File: src/window_median_filter_core_assert.svh
// Assertion macros used by the core RTL file.
`ifndef WINDOW_MEDIAN_FILTER_CORE_ASSERT_SVH
`define WINDOW_MEDIAN_FILTER_CORE_ASSERT_SVH
`ifndef SYNTHESIS
// Check that an expression holds at every clock edge outside reset.
`define WMF_ASSERT_HOLD(lbl, clk, rst, expr) \
   lbl: assert property (@(posedge clk) disable iff (rst) (expr)) \
      else $error("window median filter: invariant violated");
// Check that a condition implies a consequence in the same cycle.
`define WMF_ASSERT_IMPL(lbl, clk, rst, ante, cons) \
   lbl: assert property (@(posedge clk) disable iff (rst) (ante) |-> (cons)) \
      else $error("window median filter: implication violated");
`else
`define WMF_ASSERT_HOLD(lbl, clk, rst, expr)
`define WMF_ASSERT_IMPL(lbl, clk, rst, ante, cons)
`endif
`endif

File: src/wmf_pkg.sv
`default_nettype none
package wmf_pkg;
   localparam int DEF_MAX_WINDOW = 7;
   localparam int DEF_MAX_WIDTH  = 1024;
   localparam int HEIGHT_CAP     = 1024;
   localparam int CHAN_W         = 8;
   localparam int COORD_W        = 10;
   localparam int CSR_INDEX_W    = 2;
   localparam int CSR_DATA_W     = 11;

   localparam logic [1:0]  RST_HALF   = 2'd1;
   localparam logic [10:0] RST_WIDTH  = 11'd640;
   localparam logic [10:0] RST_HEIGHT = 11'd480;
   localparam logic        RST_COLOR  = 1'b0;

   typedef enum logic [CSR_INDEX_W-1:0] {
      CSR_WINDOW_HALF  = 2'd0,
      CSR_IMAGE_WIDTH  = 2'd1,
      CSR_IMAGE_HEIGHT = 2'd2,
      CSR_COLOR_MODE   = 2'd3
   } csr_index_type;

   typedef enum logic [2:0] {
      S_IDLE,
      S_FETCH,
      S_CAP,
      S_MED,
      S_MDRAIN,
      S_MDEC,
      S_OUT
   } state_type;

   typedef enum logic [1:0] {
      PH_LEFT,
      PH_MED,
      PH_RIGHT,
      PH_SELF
   } phase_type;

   typedef struct packed {
      logic       init;
      logic       count_en;
      logic       decide;
      logic [2:0] bit_idx;
   } lane_ctl_type;
endpackage
`default_nettype wire

File: src/wmf_rank_lane.sv
`default_nettype none
// Radix select of the k-th smallest sample, one bit per pass.
module wmf_rank_lane #(
   parameter int CNT_W = 6
) (
   input  wire logic                  clock,
   input  wire wmf_pkg::lane_ctl_type ctl,
   input  wire logic [CNT_W-1:0]      k_init,
   input  wire logic [7:0]            sample,
   output logic      [7:0]            result
);
   logic [7:0]       prefix_ff, prefix_in;
   logic [CNT_W-1:0] k_ff, k_in;
   logic [CNT_W-1:0] cnt_ff, cnt_in;
   logic [7:0]       hi_mask;
   logic [3:0]       shamt;
   logic             match;

   always_comb begin
      shamt   = {1'b0, ctl.bit_idx} + 4'd1;
      hi_mask = 8'hFF << shamt;
      match   = (((sample ^ prefix_ff) & hi_mask) == 8'd0) && !sample[ctl.bit_idx];
      prefix_in = prefix_ff;
      k_in      = k_ff;
      cnt_in    = cnt_ff;
      if (ctl.init) begin
         prefix_in = 8'd0;
         k_in      = k_init;
         cnt_in    = '0;
      end else if (ctl.decide) begin
         // keep bit low when the rank falls among the zero-bit candidates
         if (k_ff >= cnt_ff) begin
            prefix_in[ctl.bit_idx] = 1'b1;
            k_in = k_ff - cnt_ff;
         end
         cnt_in = '0;
      end else if (ctl.count_en && match) begin
         cnt_in = cnt_ff + CNT_W'(1);
      end
   end

   always_ff @(posedge clock) begin
      prefix_ff <= prefix_in;
      k_ff      <= k_in;
      cnt_ff    <= cnt_in;
   end

   assign result = prefix_ff;
endmodule
`default_nettype wire

File: config.mk
export PLATFORM = sky130hd
export DESIGN_NAME = wmf_rank_lane
export DESIGN_NICKNAME = d
export VERILOG_FILES = /design/src/window_median_filter_core_assert.svh /design/src/wmf_pkg.sv /design/src/wmf_rank_lane.sv
export SDC_FILE = /design/constraint.sdc
export NUM_CORES = 1
export LEC_CHECK = 0
export ABC_AREA = 1
export BUFFER_PORTS_ARGS = -buffer_cell sky130_fd_sc_hd__buf_2
export CORE_ASPECT_RATIO = 1.5
export CORE_MARGIN = 5
export CORE_UTILIZATION = 45
export DETAILED_ROUTE_END_ITERATION = 10
export HOLD_SLACK_MARGIN = 0.05
export PLACE_DENSITY_LB_ADDON = 0.2
export SLEW_MARGIN = 10
export SYNTH_ARGS = -nofsm -noshare
export SYNTH_HDL_FRONTEND = slang
export SYNTH_SLANG_ARGS = --single-unit
File: constraint.sdc
create_clock -name clock -period 1.9 [get_ports clock]
set_input_delay 0.095 -clock clock [delete_from_list [all_inputs] [get_ports clock]]
set_output_delay 0.095 -clock clock [all_outputs]
set_load 0.1 [all_outputs]
# Word-level counts from Yosys, hierarchy flattened
# Cells that the tools add are included.
word_totals:
  regBits: 20
  in_bits: 21
  output_inout_bits: 8
  wordCells: 30
op_classes:
  n_addsub: 3
  magnitude_cmp: 3
  shift: 1
  muxes: 7
  bitwise_logic: 3
  n_reduce_logical: 10
op_table:
  columns: ["cell", "count"]
  rows:
  - ["two-way mux 6 bit", 3]
  - ["bitwise AND 8 bit", 1]
  - ["logical NOT 8 bit", 1]
  - ["OR 8 bit", 1]
  - ["left shift 8 x 4 -> 8 bit (first input constant)", 1]
  - ["bitwise XOR 8 bit", 1]
  - ["adder 6 x 1 -> 6 bit (second input constant)", 1]
  - [">= comparator 6 bit", 1]
  - ["subtractor 6 bit", 1]
  - ["adder 3 x 1 -> 4 bit (second input constant)", 1]
  - ["< comparator 3 x 4 -> 1 bit (second input constant)", 1]
  - ["AND reduction 2 bit", 2]
  - ["nonzero test 2 bit", 2]
  - ["binary-select mux 1 bit (select 3 bit)", 1]
  - ["demux 1 bit (select 3 bit)", 1]
  - [">= comparator 3 x 1 -> 1 bit (second input constant)", 1]
  - ["logical AND 1 bit", 3]
  - ["two-way mux 1 bit", 2]
  - ["OR reduction 2 bit", 1]
  - ["logical NOT 1 bit", 1]

# Longest topological paths before layout
logic_depth:
  ltp_word: 6
  mapped_depth: 13

# Worst setup path before layout
# No wires, ideal clock.
synth_timing:
  path_type: "reg2reg"
  startpoint: "register prefix_ff[2], in the netlist result[2]"
  endpoint: "register cnt_ff[1]"
  setup_ns: 0.064
  arrival_time_ns: 1.831
  required_time_ns: 1.836
  path_slack_ns: 0.006
  stages_incl_launch_ff: 13
  n_path_buf: 0
  synth_period_minus_slack_ns: 1.894
  cell_sequence: "dfxtp_1 > inv_1 > nand2_1 > nand2_1 > nand2_1 > nand2_1 > inv_1 > nand2_2 > nor2_8 > nand3_2 > nand2_1 > inv_1 > nor2_1"
synth_via:
  elab_chain_cells: 5
synth_lines:
  columns: ["element", "line", "source"]
  rows:
  - ["start: declaration", "wmf_rank_lane.sv:12", "logic [7:0] prefix_ff, prefix_in;"]
  - ["start signal: assignment", "wmf_rank_lane.sv:43", "prefix_ff <= prefix_in;"]
  - ["bitwise XOR 8 bit", "wmf_rank_lane.sv:22", "match = (((sample ^ prefix_ff) & hi_mask) == 8'd0) && !sample[ctl.bit_idx];"]
  - ["bitwise AND 8 bit", "wmf_rank_lane.sv:22", null]
  - ["logical NOT 8 bit", "wmf_rank_lane.sv:22", null]
  - ["logical AND 1 bit", "wmf_rank_lane.sv:22", null]
  - ["logical AND 1 bit", "wmf_rank_lane.sv:37", "end else if (ctl.count_en && match) begin"]
  - ["end signal: assignment", "wmf_rank_lane.sv:45", "cnt_ff <= cnt_in;"]
  - ["end: declaration", "wmf_rank_lane.sv:14", "logic [CNT_W-1:0] cnt_ff, cnt_in;"]
# No other way between the ends.
# A chain may end at the register's enable or synchronous reset.

# Final worst setup path
layout_timing:
  startpoint: "register cnt_ff[0]"
  endpoint: "register k_ff[0], enable pin"
layout_via:
  elab_chain_cells: 3
layout_lines:
  columns: ["element", "line", "source"]
  rows:
  - [">= comparator 6 bit", "wmf_rank_lane.sv:32", "if (k_ff >= cnt_ff) begin"]
  - ["nonzero test 2 bit (no line)", null, null]
  - ["AND reduction 2 bit (no line)", null, null]
  - ["end signal: assignment", "wmf_rank_lane.sv:44", "k_ff <= k_in;"]
  - ["end: declaration", "wmf_rank_lane.sv:13", "logic [CNT_W-1:0] k_ff, k_in;"]
# No other way between the ends.

==> out/results.tsv <==
metric	value	unit
status	complete, no violations	
synth_seq_cells	20	
multi_input_area	911	um^2
die_area	0.00477	mm^2
drive_above_1_share	0.228	
max-slew-margin-rel	0.675	
comb_power_share	0.334	
cts.hold.buffers_added	0	
intPower	0.753	mW
postCtsSetupBuffers	0	
grt_max_degree	17	
p_switching	0.420	mW
ir_drop	0.380	mV
clock_sinks	20	
skew	0.00455	ns
cts_buffers	3	
drt-pass1-iter-count	4	
grt_usage	0.156	
core	0.00338	mm^2
worst-path-max-fanout	6	
setup.worst_path.start	cnt_ff[0]$_SDFFE_PP0P_	
clk_transition_reported_paths	0.08	ns
setup_violations	0	
grt_pass1_vias	1397	
worstPathArrival	1.72	ns
num_rows	26	
path_class	register to register	
critPathLaunchType	register	
endpoint_kind	register	
maxCapViolCount	0	
max_slew.worst_pin.slew	0.491	ns
vias	1449	
synthToLayoutAreaGrowth	13.9	%
tritoncts	done	
ys_warn_count	0	
setup_tns	0	ns
hold_path_class	input pin to register	
period_needed	1.76	ns
vias_per_cell	4.90	
min_period_over_period	0.924	
r2r-start	cnt_ff[0]$_SDFFE_PP0P_	
synthCells	226	
boundaryPins	29	
clock_path_buffers	2	
wl_per_cell	11.6	um
clk_latency	0.26	ns
p_clk_frac	0.246	
fillers	366	
finalWeightedCongestion	0.917	
port_buffers	28	
layout.nets	286	
drc	0	
rsz0062_at_grt	false	
power.density	660	mW/mm^2
grt.overflow.total	0	
die_h	82.1	um
seq_area	463	um^2
wl	3.42	mm
netlist_area	0.00156	mm^2
drt_iter0_drc	32	
antenna_found_initial	0	
ys_types	33	
required	1.86	ns
n_antenna_cell	0	
finalHoldViolations	0	
cts_max_level	1	
avgSynthCellArea	6.91	um^2
final-max-slew-violation-count	0	
min_from	k_init[3]	
p_leak	0.852	nW
max_freq	569	MHz
ys_seq_area_frac	0.295	
die_w	58.1	um
root_buffer	clkbuf_8	
seqPwrFrac	0.420	
ant_nets	0	
start_util	0.462	
p_total	1.17	mW
syn-num-nets	257	
hpwlAfterDp	2.76	mm
grt_pass1_wl	5.80	mm
sw_frac_of_total	0.358	
path summary, 6_finish.rpt:
kind                            end  slack [ns]  cells past startpoint
min reg2reg  result[5]$_SDFFE_PP0P_        0.48                      2
max reg2reg       k_ff[0]$_DFFE_PP_        0.14                      5
max               k_ff[0]$_DFFE_PP_        0.14                      5
min               k_ff[3]$_DFFE_PP_        0.10                      3
sequential cells by signal, indices dropped and copies added, names as in the netlist:
name    cells
k_ff        6
result      8
cnt_ff      6
repair_timing:
action / CTS / global route
endpoints found under the hold margin: 0 / 0
endpoints found under the setup margin: 0 / 7
gates resized for setup: 0 / 3
per-layer routing:
| metal | part of all wire | track usage | vias up | wire length (um) |
|---|---|---|---|---|
| li1 | - | - | 790 | - |
| met1 | 0.41 | 0.159 | 618 | 1410 |
| met2 | 0.53 | 0.311 | 35 | 1820 |
| met3 | 0.039 | 0.0218 | 6 | 133 |
| met5 | 0 | 0 | - | 0 |
| met4 | 0.017 | 0.0603 | 0 | 59 |
through the flow:
stage          utilization  area, um^2  hold WS, ns  std cells  setup slack [ns]
3_3_place_gp         0.511        1730        0.367        292            0.0995
5_1_grt              0.526        1780        0.122        296            0.0350
3_5_place_dp         0.511        1730        0.373        292            0.0660
6_report             0.526        1780        0.102        296             0.144
2_1_floorplan            -        1560        0.277        226           0.00562
4_1_cts              0.524        1770       0.0998        296            0.0476
cells in the final DEF (no fill, tap or decap), types with 2 or more instances in the layout:
cell / count
a21oi_1: 11
buf_2: 28
clkbuf_8: 3
dfxtp_1: 12
dfxtp_2: 2
edfxtp_1: 6
ha_1: 9
inv_1: 34
inv_2: 5
inv_4: 2
nand2_1: 58
nand2_2: 5
nand2_4: 2
nand3_1: 16
nand3_2: 2
nand3b_1: 3
nand4_1: 14
nor2_1: 17
nor2_2: 3
nor3_1: 4
o21ai_0: 2
or2_1: 2
xnor2_1: 3
kinds of logic after synthesis:
family	synth area share
fa+ha+maj	0.0849
simple gates	0.409
compound gates	0.0657
buf+inv	0.123
xor+xnor	0.0224
flops	0.295
critical path, stage by stage, from the launching register on:
cell,delay [ns]
dfxtp_1,0.36
ha_1,0.21
fa_1,0.43
o2111ai_2,0.23
nand2_1,0.08
nand2_2,0.15
final cells by class:
| cell class | count | area share |
|---|---|---|
| well taps | 42 | 0.0296 |
| inverters | 41 | 0.0894 |
| clock inverters | 1 | 0.00211 |
| flip-flops and latches | 20 | 0.260 |
| clock buffers | 3 | 0.0232 |
| repair buffers | 29 | 0.0830 |
| multi-input cells | 160 | 0.512 |
cells in the mapped netlist:
cell	instances	area share
nand2_1	59	0.14
inv_1	34	0.082
nor2_1	17	0.041
nand3_1	16	0.051
dfxtp_1	14	0.18
nand4_1	14	0.056
a21oi_1	11	0.035
ha_1	9	0.072
edfxtp_1	6	0.12
inv_2	5	0.012
nand2_2	4	0.016
nor3_1	4	0.013
nand3b_1	3	0.014
nor2_2	3	0.012
xnor2_1	3	0.017
buf_4	2	0.0096
inv_4	2	0.0080
nand2_4	2	0.014
nand3_2	2	0.013
o21ai_0	2	0.0064
or2_1	2	0.0080
a21oi_2	1	0.0056
a31oi_1	1	0.0040
buf_1	1	0.0024
buf_6	1	0.0072
clkbuf_1	1	0.0024
fa_1	1	0.013
nand3_4	1	0.011
nor2_8	1	0.013
o2111ai_2	1	0.0096
o21bai_1	1	0.0048
or2_2	1	0.0040
xor2_1	1	0.0056
power groups by stage:
| stage | logic (mW) | clock network (mW) | registers (mW) |
|---|---|---|---|
| finish | 0.391 | 0.289 | 0.493 |
| global route | 0.443 | 0.314 | 0.496 |
| CTS | 0.394 | 0.296 | 0.493 |
| detailed placement | 0.392 | 0 | 0.503 |
| global placement | 0.391 | 0 | 0.502 |
| floorplan | 0.251 | 0 | 0.549 |
Power figures use the tool's default switching activity.
